[src/sv/shq_pkg.sv]
// ----------------------------------------------------------------------------
// shq_pkg
// Shared types and constants for the suspend handshake controller with its
// event queue.
// ----------------------------------------------------------------------------
package shq_pkg;

  localparam int unsigned QUEUE_DEPTH_DEF = 4;
  localparam logic [7:0]  COUNTDOWN_RESET = 8'd5;

  localparam int unsigned CMD_W      = 3;
  localparam int unsigned IN_DATA_W  = 40;
  localparam int unsigned OUT_DATA_W = 80;
  localparam int unsigned APB_ADDR_W = 3;
  localparam int unsigned APB_DATA_W = 32;

  localparam logic [CMD_W-1:0] CMD_TICK        = 3'd0;
  localparam logic [CMD_W-1:0] CMD_SUSPEND_REQ = 3'd1;
  localparam logic [CMD_W-1:0] CMD_STANDBY_REQ = 3'd2;
  localparam logic [CMD_W-1:0] CMD_ACK         = 3'd3;
  localparam logic [CMD_W-1:0] CMD_POP         = 3'd4;
  localparam logic [CMD_W-1:0] CMD_CLEAR       = 3'd5;

  localparam logic REG_COUNTDOWN = 1'b0;
  localparam logic REG_LISTENER  = 1'b1;

  localparam logic [1:0] KIND_FW_SUSPEND   = 2'd0;
  localparam logic [1:0] KIND_USER_SUSPEND = 2'd1;
  localparam logic [1:0] KIND_RESUME       = 2'd2;

  localparam logic [1:0] STATUS_OK        = 2'd0;
  localparam logic [1:0] STATUS_NO_LISTEN = 2'd1;
  localparam logic [1:0] STATUS_EMPTY     = 2'd2;

  typedef enum logic [2:0] {
    OP_TICK,
    OP_SUSPEND_REQ,
    OP_STANDBY_REQ,
    OP_ACK,
    OP_POP,
    OP_CLEAR,
    OP_NOP
  } op_t;

  typedef struct packed {
    op_t         op;
    logic        power_event;
    logic [31:0] now_seconds;
    logic        notify_refused;
    logic        query_refused;
  } item_t;

  typedef struct packed {
    logic        phase;
    logic        signal_listener;
    logic        enter_standby;
    logic        enter_suspend;
    logic [31:0] event_stamp;
    logic [31:0] event_sequence;
    logic [1:0]  event_kind;
    logic        event_valid;
    logic [1:0]  status;
  } result_t;

endpackage

[src/sv/suspend_handshake_with_event_queue_core.sv]
// ----------------------------------------------------------------------------
// suspend_handshake_with_event_queue_core
// Suspend handshake controller with a small event ring: command decode,
// a two-entry item queue, and the execution back end; APB register port.
// ----------------------------------------------------------------------------
// path: a command is written into the two-entry queue, and the back end then
// registers its reply into m_tdata and raises m_tvalid
// throughput: one command per cycle while the reply side keeps taking results
// the two-entry queue and output register let each side stall on its own
// reset: synchronous, clears control state; countdown_default returns to 5,
// listener_present to 0; event ring contents stay undefined until written
module suspend_handshake_with_event_queue_core
  import shq_pkg::*;
#(
  parameter int unsigned QUEUE_DEPTH = QUEUE_DEPTH_DEF
) (
  input  logic                  clk,
  input  logic                  rst,
  input  logic                  s_tvalid,
  output logic                  s_tready,
  // power_event[0], now_seconds[32:1], notify_refused[33], query_refused[34]
  input  logic [IN_DATA_W-1:0]  s_tdata,
  // cmd[2:0]
  input  logic [CMD_W-1:0]      s_tuser,
  output logic                  m_tvalid,
  input  logic                  m_tready,
  // status[1:0], event_valid[2], event_kind[4:3], event_sequence[36:5],
  // event_stamp[68:37], enter_suspend[69], enter_standby[70],
  // signal_listener[71], phase[72]
  output logic [OUT_DATA_W-1:0] m_tdata,
  input  logic                  psel,
  input  logic                  penable,
  input  logic                  pwrite,
  input  logic [APB_ADDR_W-1:0] paddr,
  input  logic [APB_DATA_W-1:0] pwdata,
  output logic [APB_DATA_W-1:0] prdata,
  output logic                  pready
);

  logic [7:0] countdown_default;
  logic       listener_present;
  logic       cfg_wr;

  item_t   front_item;
  item_t   q_item;
  logic    q_valid;
  logic    q_ready;
  result_t result;

  assign pready = 1'b1;
  assign cfg_wr = psel && penable && pwrite && pready;

  always_ff @(posedge clk) begin
    if (rst) begin
      countdown_default <= COUNTDOWN_RESET;
      listener_present  <= 1'b0;
    end else if (cfg_wr) begin
      unique case (paddr[2])
        REG_COUNTDOWN: countdown_default <= pwdata[7:0];
        REG_LISTENER:  listener_present  <= pwdata[0];
        default: begin
        end
      endcase
    end
  end

  always_comb begin
    unique case (paddr[2])
      REG_COUNTDOWN: prdata = {24'd0, countdown_default};
      REG_LISTENER:  prdata = {31'd0, listener_present};
      default:       prdata = '0;
    endcase
  end

  shq_front u_front (
    .cmd  (s_tuser),
    .data (s_tdata),
    .item (front_item)
  );

  shq_fifo u_fifo (
    .clk      (clk),
    .rst      (rst),
    .wr_valid (s_tvalid),
    .wr_ready (s_tready),
    .wr_item  (front_item),
    .rd_valid (q_valid),
    .rd_ready (q_ready),
    .rd_item  (q_item)
  );

  shq_back #(
    .QUEUE_DEPTH (QUEUE_DEPTH)
  ) u_back (
    .clk               (clk),
    .rst               (rst),
    .countdown_default (countdown_default),
    .listener_present  (listener_present),
    .in_valid          (q_valid),
    .in_ready          (q_ready),
    .in_item           (q_item),
    .out_valid         (m_tvalid),
    .out_ready         (m_tready),
    .out_result        (result)
  );

  assign m_tdata = {7'd0, result};

endmodule

[src/sv/shq_front.sv]
// ----------------------------------------------------------------------------
// shq_front
// Command decode: turns the raw command code and tick fields into a
// classified work item for the back end.
// ----------------------------------------------------------------------------
module shq_front
  import shq_pkg::*;
(
  input  logic [CMD_W-1:0]     cmd,
  input  logic [IN_DATA_W-1:0] data,
  output item_t                item
);

  op_t op;

  always_comb begin
    unique case (cmd)
      CMD_TICK:        op = OP_TICK;
      CMD_SUSPEND_REQ: op = OP_SUSPEND_REQ;
      CMD_STANDBY_REQ: op = OP_STANDBY_REQ;
      CMD_ACK:         op = OP_ACK;
      CMD_POP:         op = OP_POP;
      CMD_CLEAR:       op = OP_CLEAR;
      default:         op = OP_NOP;
    endcase
  end

  always_comb begin
    item.op             = op;
    item.power_event    = data[0];
    item.now_seconds    = data[32:1];
    item.notify_refused = data[33];
    item.query_refused  = data[34];
  end

endmodule

[src/sv/shq_fifo.sv]
// ----------------------------------------------------------------------------
// shq_fifo
// Two-entry queue of decoded items between the front and the back end.
// ----------------------------------------------------------------------------
module shq_fifo
  import shq_pkg::*;
(
  input  logic  clk,
  input  logic  rst,
  input  logic  wr_valid,
  output logic  wr_ready,
  input  item_t wr_item,
  output logic  rd_valid,
  input  logic  rd_ready,
  output item_t rd_item
);

  item_t      entry [2];
  logic       wr_ptr;
  logic       rd_ptr;
  logic [1:0] count;
  logic       push;
  logic       pop;

  assign wr_ready = (count != 2'd2);
  assign rd_valid = (count != 2'd0);
  assign push     = wr_valid && wr_ready;
  assign pop      = rd_valid && rd_ready;
  assign rd_item  = entry[rd_ptr];

  always_ff @(posedge clk) begin
    if (push) begin
      entry[wr_ptr] <= wr_item;
    end
  end

  always_ff @(posedge clk) begin
    if (rst) begin
      wr_ptr <= 1'b0;
      rd_ptr <= 1'b0;
      count  <= 2'd0;
    end else begin
      if (push) begin
        wr_ptr <= ~wr_ptr;
      end
      if (pop) begin
        rd_ptr <= ~rd_ptr;
      end
      count <= count + 2'(push) - 2'(pop);
    end
  end

  a_count_bound: assert property (@(posedge clk) disable iff (rst) count <= 2'd2)
    else $error("queue count above two");
  a_ptr_gap: assert property (@(posedge clk) disable iff (rst)
    (count == 2'd0 || count == 2'd2) |-> wr_ptr == rd_ptr)
    else $error("pointers disagree with count");
  a_full_hold: assert property (@(posedge clk) disable iff (rst)
    (count == 2'd2 && !rd_ready) |=> count == 2'd2)
    else $error("full queue lost an entry");

endmodule

[src/sv/shq_back.sv]
// ----------------------------------------------------------------------------
// shq_back
// Executes decoded items: suspend countdown and handshake, standby, event
// ring with sequence numbers, and the registered result.
// ----------------------------------------------------------------------------
module shq_back
  import shq_pkg::*;
#(
  parameter int unsigned QUEUE_DEPTH = QUEUE_DEPTH_DEF
) (
  input  logic       clk,
  input  logic       rst,
  input  logic [7:0] countdown_default,
  input  logic       listener_present,
  input  logic       in_valid,
  output logic       in_ready,
  input  item_t      in_item,
  output logic       out_valid,
  input  logic       out_ready,
  output result_t    out_result
);

  localparam int unsigned IDX_W = (QUEUE_DEPTH > 1) ? $clog2(QUEUE_DEPTH) : 1;
  localparam int unsigned CNT_W = $clog2(QUEUE_DEPTH + 1);
  localparam int unsigned SUM_W = CNT_W + 1;

  logic [1:0]  kind_mem  [QUEUE_DEPTH];
  logic [31:0] seq_mem   [QUEUE_DEPTH];
  logic [31:0] stamp_mem [QUEUE_DEPTH];

  logic             phase_reg, phase_reg_next;
  logic [7:0]       countdown, countdown_next;
  logic             user_pending, user_pending_next;
  logic             acked, acked_next;
  logic             standby_pending, standby_pending_next;
  logic [IDX_W-1:0] head, head_next;
  logic [CNT_W-1:0] count, count_next;
  logic [31:0]      seq_ctr, seq_ctr_next;

  logic             wa_en, wb_en;
  logic [IDX_W-1:0] wa_slot, wb_slot;
  logic [1:0]       wa_kind;
  logic [31:0]      wa_seq, wb_seq;

  logic    take;
  result_t res;

  function automatic logic [IDX_W-1:0] idx_inc(input logic [IDX_W-1:0] i);
    if (i == IDX_W'(QUEUE_DEPTH - 1)) begin
      return '0;
    end
    return i + IDX_W'(1);
  endfunction

  function automatic logic [IDX_W-1:0] idx_add(input logic [IDX_W-1:0] i,
                                               input logic [CNT_W-1:0] c);
    logic [SUM_W-1:0] s;
    s = SUM_W'(i) + SUM_W'(c);
    if (s >= SUM_W'(QUEUE_DEPTH)) begin
      s = s - SUM_W'(QUEUE_DEPTH);
    end
    return s[IDX_W-1:0];
  endfunction

  assign in_ready = !out_valid || out_ready;
  assign take     = in_valid && in_ready;

  always_comb begin
    logic       finished;
    logic       try_s;
    logic       have;
    logic [1:0] kind;
    phase_reg_next       = phase_reg;
    countdown_next       = countdown;
    user_pending_next    = user_pending;
    acked_next           = acked;
    standby_pending_next = standby_pending;
    head_next            = head;
    count_next           = count;
    seq_ctr_next         = seq_ctr;
    wa_en   = 1'b0;
    wa_slot = '0;
    wa_kind = KIND_FW_SUSPEND;
    wa_seq  = '0;
    wb_en   = 1'b0;
    wb_slot = '0;
    wb_seq  = '0;
    res     = '0;
    finished = 1'b0;
    try_s    = 1'b0;
    have     = in_item.power_event || user_pending;
    kind     = in_item.power_event ? KIND_FW_SUSPEND : KIND_USER_SUSPEND;
    case (in_item.op)
      OP_TICK: begin
        if (!phase_reg_next) begin
          if (countdown == 8'd0) begin
            if (have) begin
              if (countdown_default != 8'd0) begin
                acked_next     = 1'b0;
                countdown_next = countdown_default;
              end else begin
                acked_next = 1'b1;
              end
              if (listener_present) begin
                if (count_next < CNT_W'(QUEUE_DEPTH)) begin
                  wa_slot    = idx_add(head_next, count_next);
                  count_next = count_next + CNT_W'(1);
                end else begin
                  wa_slot   = head_next;
                  head_next = idx_inc(head_next);
                end
                seq_ctr_next        = seq_ctr_next + 32'd1;
                wa_en               = 1'b1;
                wa_kind             = kind;
                wa_seq              = seq_ctr_next;
                res.signal_listener = 1'b1;
              end
              try_s = acked_next;
            end
          end else begin
            countdown_next = countdown - 8'd1;
            if (countdown_next == 8'd0) begin
              acked_next = 1'b1;
            end
            try_s = acked_next;
          end
          if (try_s) begin
            if (in_item.notify_refused) begin
              phase_reg_next = 1'b0;
              finished       = 1'b1;
            end else begin
              phase_reg_next = 1'b1;
            end
          end
        end
        if (!finished && phase_reg_next) begin
          if (in_item.query_refused) begin
            finished = 1'b1;
          end else begin
            res.enter_suspend = 1'b1;
            if (listener_present) begin
              if (count_next < CNT_W'(QUEUE_DEPTH)) begin
                wb_slot    = idx_add(head_next, count_next);
                count_next = count_next + CNT_W'(1);
              end else begin
                wb_slot   = head_next;
                head_next = idx_inc(head_next);
              end
              seq_ctr_next        = seq_ctr_next + 32'd1;
              wb_en               = 1'b1;
              wb_seq              = seq_ctr_next;
              res.signal_listener = 1'b1;
            end
            user_pending_next = 1'b0;
            acked_next        = 1'b0;
            countdown_next    = 8'd0;
            phase_reg_next    = 1'b0;
          end
        end
        if (!finished && standby_pending) begin
          standby_pending_next = 1'b0;
          res.enter_standby    = 1'b1;
        end
      end
      OP_SUSPEND_REQ: begin
        acked_next        = 1'b0;
        user_pending_next = 1'b1;
      end
      OP_STANDBY_REQ: begin
        standby_pending_next = 1'b1;
      end
      OP_ACK: begin
        if (countdown != 8'd0 || user_pending) begin
          acked_next = 1'b1;
        end
      end
      OP_POP: begin
        if (!listener_present) begin
          res.status = STATUS_NO_LISTEN;
        end else if (count == '0) begin
          res.status = STATUS_EMPTY;
        end else begin
          res.event_valid = 1'b1;
          head_next       = idx_inc(head);
          count_next      = count - CNT_W'(1);
        end
      end
      OP_CLEAR: begin
        count_next = '0;
        head_next  = '0;
      end
      default: begin
      end
    endcase
    res.phase = phase_reg_next;
  end

  always_ff @(posedge clk) begin
    if (take && wa_en && !(wb_en && wb_slot == wa_slot)) begin
      kind_mem[wa_slot]  <= wa_kind;
      seq_mem[wa_slot]   <= wa_seq;
      stamp_mem[wa_slot] <= in_item.now_seconds;
    end
    if (take && wb_en) begin
      kind_mem[wb_slot]  <= KIND_RESUME;
      seq_mem[wb_slot]   <= wb_seq;
      stamp_mem[wb_slot] <= in_item.now_seconds;
    end
  end

  // popped entry is read from the ring straight into the result register
  always_ff @(posedge clk) begin
    if (take) begin
      out_result <= '{
        phase:           res.phase,
        signal_listener: res.signal_listener,
        enter_standby:   res.enter_standby,
        enter_suspend:   res.enter_suspend,
        event_stamp:     res.event_valid ? stamp_mem[head] : 32'd0,
        event_sequence:  res.event_valid ? seq_mem[head] : 32'd0,
        event_kind:      res.event_valid ? kind_mem[head] : KIND_FW_SUSPEND,
        event_valid:     res.event_valid,
        status:          res.status
      };
    end
  end

  always_ff @(posedge clk) begin
    if (rst) begin
      phase_reg       <= 1'b0;
      countdown       <= 8'd0;
      user_pending    <= 1'b0;
      acked           <= 1'b0;
      standby_pending <= 1'b0;
      head            <= '0;
      count           <= '0;
      seq_ctr         <= '0;
      out_valid       <= 1'b0;
    end else begin
      if (take) begin
        phase_reg       <= phase_reg_next;
        countdown       <= countdown_next;
        user_pending    <= user_pending_next;
        acked           <= acked_next;
        standby_pending <= standby_pending_next;
        head            <= head_next;
        count           <= count_next;
        seq_ctr         <= seq_ctr_next;
      end
      if (take) begin
        out_valid <= 1'b1;
      end else if (out_ready) begin
        out_valid <= 1'b0;
      end
    end
  end

  a_count_bound: assert property (@(posedge clk) disable iff (rst)
    count <= CNT_W'(QUEUE_DEPTH))
    else $error("event ring count above depth");
  a_head_bound: assert property (@(posedge clk) disable iff (rst)
    head <= IDX_W'(QUEUE_DEPTH - 1))
    else $error("event ring head out of range");
  a_clear_empties: assert property (@(posedge clk) disable iff (rst)
    (take && in_item.op == OP_CLEAR) |=> (count == '0 && head == '0))
    else $error("clear left entries in ring");
  a_suspend_idle: assert property (@(posedge clk) disable iff (rst)
    (out_valid && out_result.enter_suspend) |-> !out_result.phase)
    else $error("suspend issued while still awaiting query");
  a_pop_ok: assert property (@(posedge clk) disable iff (rst)
    (out_valid && out_result.event_valid) |-> out_result.status == STATUS_OK)
    else $error("event returned with error status");

endmodule

[config.mk]
export PLATFORM = sky130hd
export DESIGN_NAME = suspend_handshake_with_event_queue_core
export DESIGN_NICKNAME = d
export VERILOG_FILES = /design/src/sv/shq_pkg.sv /design/src/sv/suspend_handshake_with_event_queue_core.sv /design/src/sv/shq_front.sv /design/src/sv/shq_fifo.sv /design/src/sv/shq_back.sv
export SDC_FILE = /design/constraint.sdc
export NUM_CORES = 1
export LEC_CHECK = 0
export BUFFER_PORTS_ARGS = -buffer_cell sky130_fd_sc_hd__buf_2
export CAP_MARGIN = 15
export CORE_MARGIN = 3
export CORE_UTILIZATION = 62
export DETAILED_ROUTE_END_ITERATION = 6
export PLACE_DENSITY = 0.94
export REMOVE_ABC_BUFFERS = 1
export SYNTH_ARGS = -nofsm -noshare
export SYNTH_HDL_FRONTEND = slang
export SYNTH_SLANG_ARGS = --single-unit
[constraint.sdc]
create_clock -name clk -period 10.8 [get_ports clk]
set_input_delay 2.16 -clock clk [delete_from_list [all_inputs] [get_ports clk]]
set_output_delay 2.16 -clock clk [all_outputs]
set_load 0.02 [all_outputs]
# [After elaboration in Yosys (flattened, before gate mapping)]
# Memories as Yosys holds them, arrays and structs flattened. A register that Yosys moved wholly into a read port is not among the register bits.
# Cells that the tools add are included.
[totals] out_inout_bits=115 ramBits=340 ff_bits=70 memories=4 in_bits=85 elab_cells=259
[classes] bitwise_logic=3 n_eq_ne=20 n_reduce_logical=42 addsub=14 order_cmp=4 n_mux=151
[mem_list] name="u_back.seq_mem" words=4 width=32 read_ports=1 rd_clocked_by_memory_dff=1 write_ports=2 line_no="shq_back.sv:28" text="logic [31:0] seq_mem [QUEUE_DEPTH];"
[mem_list] name="u_back.stamp_mem" words=4 width=32 read_ports=1 rd_clocked_by_memory_dff=1 write_ports=2 line_no="shq_back.sv:29" text="logic [31:0] stamp_mem [QUEUE_DEPTH];"
[mem_list] name="u_fifo.entry" words=2 width=38 read_ports=1 rd_clocked_by_memory_dff=1 write_ports=1 line_no="shq_fifo.sv:18" text="item_t entry [2];"
[mem_list] name="u_back.kind_mem" words=4 width=2 read_ports=1 rd_clocked_by_memory_dff=1 write_ports=2 line_no="shq_back.sv:27" text="logic [1:0] kind_mem [QUEUE_DEPTH];"
[ops] operator="2-to-1 mux 32 bit" count=17
[ops] operator="2-to-1 mux 2 bit" count=37
[ops] operator="2-to-1 mux 1 bit" count=71
[ops] operator="adder 32 x 1 -> 32 bit, second input constant" count=2
[ops] operator="one-hot mux 32 bit (2 select lines)" count=1
[ops] operator="2-to-1 mux 8 bit" count=6
[ops] operator="2-to-1 mux 3 bit" count=13
[ops] operator="one-hot mux 3 bit (6 select lines)" count=1
[ops] operator="zero test 8 bit" count=2
[ops] operator="nonzero test 8 bit" count=2
[ops] operator="== test 3 x 2 -> 1 bit, second input constant" count=4
[ops] operator="== test 3 bit, second input constant" count=4
[ops] operator="logical AND 1 bit" count=10
[ops] operator="AND reduction 2 bit" count=5
[ops] operator="zero test 3 bit" count=3
[ops] operator="one-hot mux 3 bit (3 select lines)" count=1
[ops] operator="adder 2 x 3 -> 4 bit" count=2
[ops] operator="greater-or-equal comparator 4 x 3 -> 1 bit, second input constant" count=2
[ops] operator="!= test 2 bit, second input constant" count=4
[ops] operator="AND reduction 4 bit" count=2
[ops] operator="nonzero test 2 bit" count=4
[ops] operator="subtractor 8 x 1 -> 8 bit, second input constant" count=1
[ops] operator="zero test 1 bit" count=7
[ops] operator="adder 3 x 1 -> 3 bit, second input constant" count=2
[ops] operator="17 further kinds" count=31

# [Logic depth before layout (Yosys ltp)]
# Gate-level depths: netlist (run 1).
[depth] word_depth=29 depth_mapped=18 mapped_depth_nobuf=16

# [Hierarchy]
# Synthesis (run 1) repeated with hierarchy kept, for this count alone.
[unflattened] cells_unflattened=1913 hier_area_um2=24121.9
[by_module_without_submodules] mod="shq_back" area_per_inst_um2=20051.7 seq_area_each_um2=11040.6 cells_per_inst=1650 n_inst=1
[by_module_without_submodules] mod="shq_fifo" area_per_inst_um2=3056.7 seq_area_each_um2=2382.3 cells_per_inst=142 n_inst=1
[by_module_without_submodules] mod="suspend_handshake_with_event_queue_core" area_per_inst_um2=735.7 seq_area_each_um2=180.2 cells_per_inst=83 n_inst=1
[by_module_without_submodules] mod="shq_front" area_per_inst_um2=277.8 seq_area_each_um2=0.0 cells_per_inst=38 n_inst=1

# [Worst setup path after synthesis (run 1)]
# OpenSTA, ideal clock, no wires.
[synth_path] path_type="register -> register" from="reg u_back.countdown[0]" to="mem u_back.seq_mem[2][0] (enable)" path_buffers=3 stages_incl_launch_ff=15 period_less_slack_ps=5393 setup_time_ps=424 required_ps=10376 setup_slack_ps=5407 arrival_time_ps=4970 path_cell_list="dfxtp_1 -> inv_1 -> ha_1 -> nor4b_4 -> o2111a_1 -> buf_2 -> buf_1 -> nand2_1 -> a21o_1 -> ha_1 -> a221oi_1 -> and3_1 -> nand2_1 -> clkbuf_1 -> nand2_1"
[synth_rtl] item="from (decl)" line_no="shq_back.sv:32" text="logic [7:0] countdown, countdown_next;"
[synth_rtl] item="from (signal assigned)" line_no="shq_back.sv:242" text="countdown <= countdown_next;"
[synth_rtl] item="to (decl)" line_no="shq_back.sv:28"

==> flow_metrics.py, run 1 <==
metrics = {
    "worst_setup_path": {
        "slowest_delay_ns": 0.72,
        "r2r_slack_ns": 5.15,
        "worst_setup_path_start_kind": "register",
        "crit_top_cell": "ha_1",
        "critical_path_arrival_ns": 5.95,
        "cp_max_fo": 8,
        "setup.worst_path.class": "reg -> reg",
        "crit_path_top_delay_cell": "nor4_2",
        "reg2reg_from": "u_back.countdown[0]",
        "cp.required_ns": 11.09,
        "end_kind": "register",
        "path_delay_family": "simple AND/OR/NAND/NOR gates",
        "critPathLaunch": "u_back.countdown[0]",
        "crit_buf_inv": 1,
        "crit_chain": "inv_1 > ha_1 > or4b_2 > a2111oi_1 > mux2i_1 > ha_1 > nand3_1 > a21oi_1 > a31oi_1 > nor4_2 > nand4_1 > nor2_1 > xor2_1 > o21ai_0",
    },
    "timing": {
        "finalHoldViolCount": 0,
        "tns_ns": 0,
        "setup_slack_ns": 5.15,
        "fmax_mhz": 177,
        "finalSetupViolations": 0,
        "period_share": 0.523,
        "min_period_ns": 5.65,
        "whs_ns": 0.454,
        "slew-limit-headroom": 0.267,
        "grt_setup_unrepaired": "false",
        "slew_violations": 0,
        "skew_ns": 0.0367,
        "worstMarginPinSlew_ns": 1.10,
    },
    "pwr": {
        "p_per_area_nw_per_um2": 195,
        "peakVddDrop_mv": 0.347,
        "power.leakage_nw": 8.65,
        "power_mw": 4.96,
    },
    "floorplan": {
        "start_util": 0.637,
        "std_cell_rows": 69,
        "die_w_um": 199,
        "die_height_um": 199,
        "core_um2": 36100,
        "fp.dieArea_um2": 39400,
        "io_pins": 200,
    },
    "logic_synthesis": {
        "yosys_warnings": 0,
        "synthCells": 1835,
        "synthesis.area_um2": 23000,
        "synth_edf_count": 405,
        "ys_types": 80,
        "synth-seq-cells": 477,
        "synth_ff_type": "edfxtp_1",
        "async_flop_share": 0,
        "yosysSeqAreaShare": 0.592,
        "syn_area_per_cell_um2": 12.5,
    },
    "layout": {
        "top_regs": "u_back.seq_mem x128, u_back.stamp_mem x128, u_fifo.entry x76",
        "design_area_um2": 25400,
        "area.growth.synth_to_final_pct": 10.6,
        "final_cell_mix": "edfxtp_1 (405), nand2_1 (213), buf_2 (136)",
        "drive_above_1_share": 0.195,
        "post-route-util": 0.704,
        "stdcell_count": 2428,
        "nets": 2031,
        "n_antenna_cell": 0,
        "final_common_cell": "edfxtp_1",
    },
    "clock_network": {
        "worstSkewPairLatency_ns": 0.60,
        "cts_buffers": 47,
        "clkSinkCount": 477,
        "path_clk_slew_ns": 0.06,
        "cts_tree": "done",
        "cts.repair.resized": 0,
        "cts_setup_buffers": 0,
        "clk_path_buf_depth": 3,
        "holdBufCountCts": 0,
        "cts_root_buf": "clkbuf_16",
        "cts_htree_levels": 2,
    },
    "min_path": {
        "hold_path.startpoint": "u_back.kind_mem[0][1]",
        "hold_class": "reg -> reg",
    },
    "placed_design": {
        "port_buffers": 136,
        "dpl.cell_count": 2340,
        "preCtsSetupSlack_ns": 4.78,
        "dpl.hpwl_um": 34600,
        "dpl_cell_area_um2": 23800,
        "gp_congestion": 0.935,
    },
    "global_routing": {
        "grt_usage": 0.296,
        "grt_first_pass_wirelength_um": 89500,
        "use_met3": 0.0550,
        "globalRoute.busiestLayer": "met2",
        "grt_max_degree": 72,
        "first_global_vias": 16335,
        "grt_remaining_overflow": 0,
        "use_met2": 0.480,
        "antenna_found_initial": 0,
        "use_met1": 0.370,
    },
    "detailed_routing": {
        "first_pass_iters": 7,
        "vias": 15937,
        "drcViolationCount": 0,
        "wl_per_cell_um": 24.0,
        "viasPerCell": 6.56,
        "drt-initial-drc-count": 2009,
        "antenna_left": 0,
        "wl_um": 58200,
    },
    "status": {
        "status": "complete, no violations",
    },
    "job": {
        "drv_cap": 0,
    },
}
[worst min-delay path, stage by stage, from the launching register on]
cell and delay (ns):
dfxtp_1 0.31, nand2_1 0.06, nand2_1 0.04
[logic make-up after synthesis]
| logic type | after synthesis | share of synthesized area |
|---|---|---|
| AOI/OAI and AO/OA | 265 | 0.0740 |
| xor gates and xnor gates | 114 | 0.0435 |
| adders and majority gates | 16 | 0.00871 |
| buffers and inverters | 169 | 0.0356 |
| DFF | 477 | 0.592 |
| muxes | 171 | 0.113 |
| other | 2 | 0.000327 |
| and+or+nand+nor | 621 | 0.133 |
[Yosys cell counts, drive strengths merged (14+ instances only)]
| cell type | number | area share |
|---|---|---|
| edfxtp | 405 | 0.53 |
| nand2 | 217 | 0.035 |
| nor2 | 131 | 0.021 |
| o21ai | 116 | 0.025 |
| clkbuf | 82 | 0.013 |
| nor2b | 81 | 0.022 |
| xnor2 | 74 | 0.028 |
| dfxtp | 72 | 0.063 |
| buf | 68 | 0.019 |
| mux4 | 66 | 0.065 |
| mux2i | 63 | 0.027 |
| a21oi | 43 | 0.0094 |
| mux2 | 42 | 0.021 |
| nand3 | 42 | 0.0091 |
| xor2 | 40 | 0.015 |
| nor3 | 25 | 0.0057 |
| nor4 | 23 | 0.0077 |
| nand4 | 20 | 0.0054 |
| or3 | 19 | 0.0052 |
| inv | 18 | 0.0029 |
| o31ai | 17 | 0.0056 |
| ha | 16 | 0.0087 |
| and3 | 14 | 0.0038 |
[final cells by class]
type                    instances  area [µm²]
flip-flops and latches        477       13600
fillers                      2217       10700
multi-input cells            1219        8690
clock buffers                  59        1240
repair buffers                166         913
well taps                     461         577
clock inverters                27         305
inverters                      19        72.6
[path summary, 6_finish.rpt]
check,depth (start not counted),end
max,14,u_back.seq_mem[3][30]
max reg2reg,14,u_back.seq_mem[3][30]
min,2,u_back.kind_mem[0][1]
min reg2reg,2,u_back.kind_mem[0][1]
[layer usage]
metal,share of wire,vias to the layer above
li1,-,6932
met1,0.36,7558
met2,0.48,1134
met3,0.096,313
met4,0.066,0
met5,0,-
[report_power, final]
| group | leakage (nW) | internal (mW) | switching (mW) |
|---|---|---|---|
| Combinational | 3.54 | 0.357 | 0.640 |
| Clock | 0.751 | 0.941 | 0.699 |
| Sequential | 4.36 | 2.24 | 0.0777 |
| Total | 8.65 | 3.54 | 1.42 |
Power figures use the tool's default switching activity.
==> run 2: changes to the inputs <==
--- a/config.mk
+++ b/config.mk
@@ -5,12 +5,13 @@
 export SDC_FILE = /design/constraint.sdc
 export NUM_CORES = 1
 export LEC_CHECK = 0
+export ABC_AREA = 1
 export BUFFER_PORTS_ARGS = -buffer_cell sky130_fd_sc_hd__buf_2
 export CAP_MARGIN = 15
 export CORE_MARGIN = 3
-export CORE_UTILIZATION = 62
+export CORE_UTILIZATION = 54
 export DETAILED_ROUTE_END_ITERATION = 6
-export PLACE_DENSITY = 0.94
+export PLACE_DENSITY = 0.88
 export REMOVE_ABC_BUFFERS = 1
 export SYNTH_ARGS = -nofsm -noshare
 export SYNTH_HDL_FRONTEND = slang
==> constraint.sdc (replaced) <==
create_clock -name clk -period 4.7 [get_ports clk]
set_input_delay 0.94 -clock clk [delete_from_list [all_inputs] [get_ports clk]]
set_output_delay 0.94 -clock clk [all_outputs]
set_load 0.02 [all_outputs]
==> flow_metrics.py, run 2 <==
metrics = {
    "worst_setup_path": {
        "critPathLaunch": "u_back.phase_reg",
        "endpoint": "u_back.stamp_mem[0][4]",
        "r2r_slack_ns": 0.64,
        "cp.required_ns": 4.90,
        "reg2reg_from": "u_back.phase_reg",
        "r2r_cells": 17,
        "r2r_end": "u_back.stamp_mem[0][4]",
        "cp_max_fo": 64,
        "setup.worst_path.class": "reg -> reg",
        "end_kind": "register",
        "critical_path_arrival_ns": 4.26,
        "worst_setup_path_start_kind": "register",
    },
    "pwr": {
        "peakVddDrop_mv": 0.349,
        "power_mw": 12.7,
        "p_per_area_nw_per_um2": 484,
        "power.leakage_nw": 9.77,
    },
    "logic_synthesis": {
        "synth-seq-cells": 477,
        "synth_top_area_cell": "edfxtp_1",
        "yosys_warnings": 0,
        "synth_ff_type": "edfxtp_1",
        "ys_types": 60,
        "yosysMostFrequentCell": "nand2_1",
        "netlist_top_cells_count": "nand2_1 (606), nor2_1 (426), edfxtp_1 (405)",
        "synthesis.area_um2": 23600,
        "synthCells": 2637,
        "yosys-top-cells-area": "edfxtp_1 (52%), nand2_1 (9.6%), nor2_1 (6.8%), dfxtp_1 (6.1%), o21ai_0 (5.6%)",
        "synth_top_area_frac": 0.516,
        "async_flop_share": 0,
        "yosysSeqAreaShare": 0.577,
        "syn_area_per_cell_um2": 8.94,
        "synth_edf_count": 405,
    },
    "detailed_routing": {
        "first_pass_iters": 6,
        "drt-initial-drc-count": 2266,
        "viasPerCell": 5.83,
        "wl_per_cell_um": 19.9,
        "wl_um": 66500,
        "antenna_left": 0,
        "drcViolationCount": 0,
        "vias": 19521,
    },
    "global_routing": {
        "first_global_vias": 18975,
        "antenna_found_initial": 0,
        "grt_max_degree": 133,
        "grt_first_pass_wirelength_um": 102000,
        "grt_usage": 0.280,
        "grt_remaining_overflow": 0,
    },
    "placed_design": {
        "dpl.cell_count": 3260,
        "gp_congestion": 0.991,
        "port_buffers": 136,
        "dpl.hpwl_um": 42900,
    },
    "floorplan": {
        "fp.dieArea_um2": 46200,
        "io_pins": 200,
        "die_height_um": 215,
        "std_cell_rows": 75,
        "die_w_um": 215,
        "start_util": 0.555,
        "core_um2": 42500,
    },
    "timing": {
        "period_share": 0.863,
        "grt_setup_unrepaired": "false",
        "worstMarginPinSlew_ns": 1.03,
        "finalSetupViolations": 0,
        "finalHoldViolCount": 0,
        "min_period_ns": 4.06,
        "slew_violations": 0,
        "slew-limit-headroom": 0.309,
        "skew_ns": 0.0205,
        "fmax_mhz": 246,
    },
    "clock_network": {
        "cts_root_buf": "clkbuf_16",
        "cts_buffers": 47,
        "cts_setup_buffers": 0,
        "clkSinkCount": 477,
        "clk_path_buf_depth": 3,
        "holdBufCountCts": 0,
        "cts.repair.resized": 0,
        "cts_tree": "done",
        "cts_htree_levels": 2,
        "worstSkewPairLatency_ns": 0.59,
        "path_clk_slew_ns": 0.06,
    },
    "job": {
        "drv_cap": 0,
    },
    "layout": {
        "fillers": 3328,
        "drive_above_1_share": 0.123,
        "stdcell_count": 3348,
        "n_antenna_cell": 0,
        "top_regs": "u_back.seq_mem x128, u_back.stamp_mem x128, u_fifo.entry x76",
        "final_cell_mix": "nand2_1 (603), nor2_1 (424), edfxtp_1 (405)",
        "area.growth.synth_to_final_pct": 11.5,
        "final_common_cell": "nand2_1",
        "nets": 2835,
    },
    "status": {
        "status": "complete, no violations",
    },
    "min_path": {
        "hold_class": "reg -> reg",
    },
}
==> run 2: cell families after synthesis <==
| logic type | synth area share |
|---|---|
| other cells | 0.000319 |
| compound gates | 0.119 |
| xor+xnor | 0.00775 |
| fa+ha+maj | 0.00849 |
| buf+inv | 0.0619 |
| simple gates | 0.225 |
| flops | 0.577 |
==> run 2: power breakdown <==
part / internal, mW / switching [mW] / leakage [nW]
logic: 0.910 / 2.62 / 4.66
clock network: 2.14 / 1.62 / 0.747
registers: 5.23 / 0.213 / 4.36
total: 8.28 / 4.45 / 9.77
==> run 2: worst min-delay path by stage <==
stage / startpoint / to / slack (ns) / depth (start not counted)
after detailed placement: u_back.kind_mem[1][1] / u_back.kind_mem[1][1] / 0.44 / 2
after global routing: u_fifo.rd_ptr / u_fifo.rd_ptr / 0.47 / 1
after CTS: u_fifo.rd_ptr / u_fifo.rd_ptr / 0.45 / 1
after global placement: u_back.kind_mem[1][1] / u_back.kind_mem[1][1] / 0.43 / 2
final: u_fifo.rd_ptr / u_fifo.rd_ptr / 0.45 / 1
after floorplan: u_back.kind_mem[1][1] / u_back.kind_mem[1][1] / 0.41 / 2
==> run 2: critical path: stages (launching register included) <==
cell     delay [ns]
dfxtp_1        0.42
inv_1          0.38
nand3_1        0.15
nor2_2         0.18
nand3_1        0.20
o21ai_1        0.24
inv_1          0.11
ha_1           0.21
nand3_1        0.10
nand3_1        0.08
nand2_1        0.09
nand2_1        0.09
nand2_1        0.07
nand2_1        0.06
nand3_2        0.16
nand3_1        0.20
nand2_2        0.10
buf_4          0.78
==> run 2: final cells by class <==
type                       count  area, µm²  share of cell area
clock buffer                  57       1260              0.0481
sequential                   477      13600               0.518
tap                          577        722              0.0275
clock inverter                29        270              0.0103
multi-input combinational   1853       8670               0.330
inverter                     172        646              0.0246
timing repair buffer         183       1100              0.0418
==> run 2: per-stage QoR <==
step	area, µm²	hold WS [ns]	worst slack, ns	setup TNS, ns	util
6_report	26300	0.451	0.642	0	0.618
5_1_grt	26300	0.466	0.255	0	0.618
4_1_cts	26200	0.451	0.739	0	0.617
3_5_place_dp	24700	0.437	0.750	0	0.581
3_3_place_gp	24700	0.426	0.805	0	0.581
2_1_floorplan	22900	0.413	-5.50	-1262.82	-
==> run 2: metal layers <==
| layer | up-vias | global-route usage | share of wire | wire length, µm |
|---|---|---|---|---|
| met4 | 0 | 0.117 | 0.036 | 2380 |
| met5 | - | 0 | 0 | 0 |
| met3 | 197 | 0.0448 | 0.092 | 6150 |
| met1 | 9127 | 0.374 | 0.40 | 26400 |
| li1 | 9074 | - | - | - |
| met2 | 1123 | 0.458 | 0.47 | 31500 |
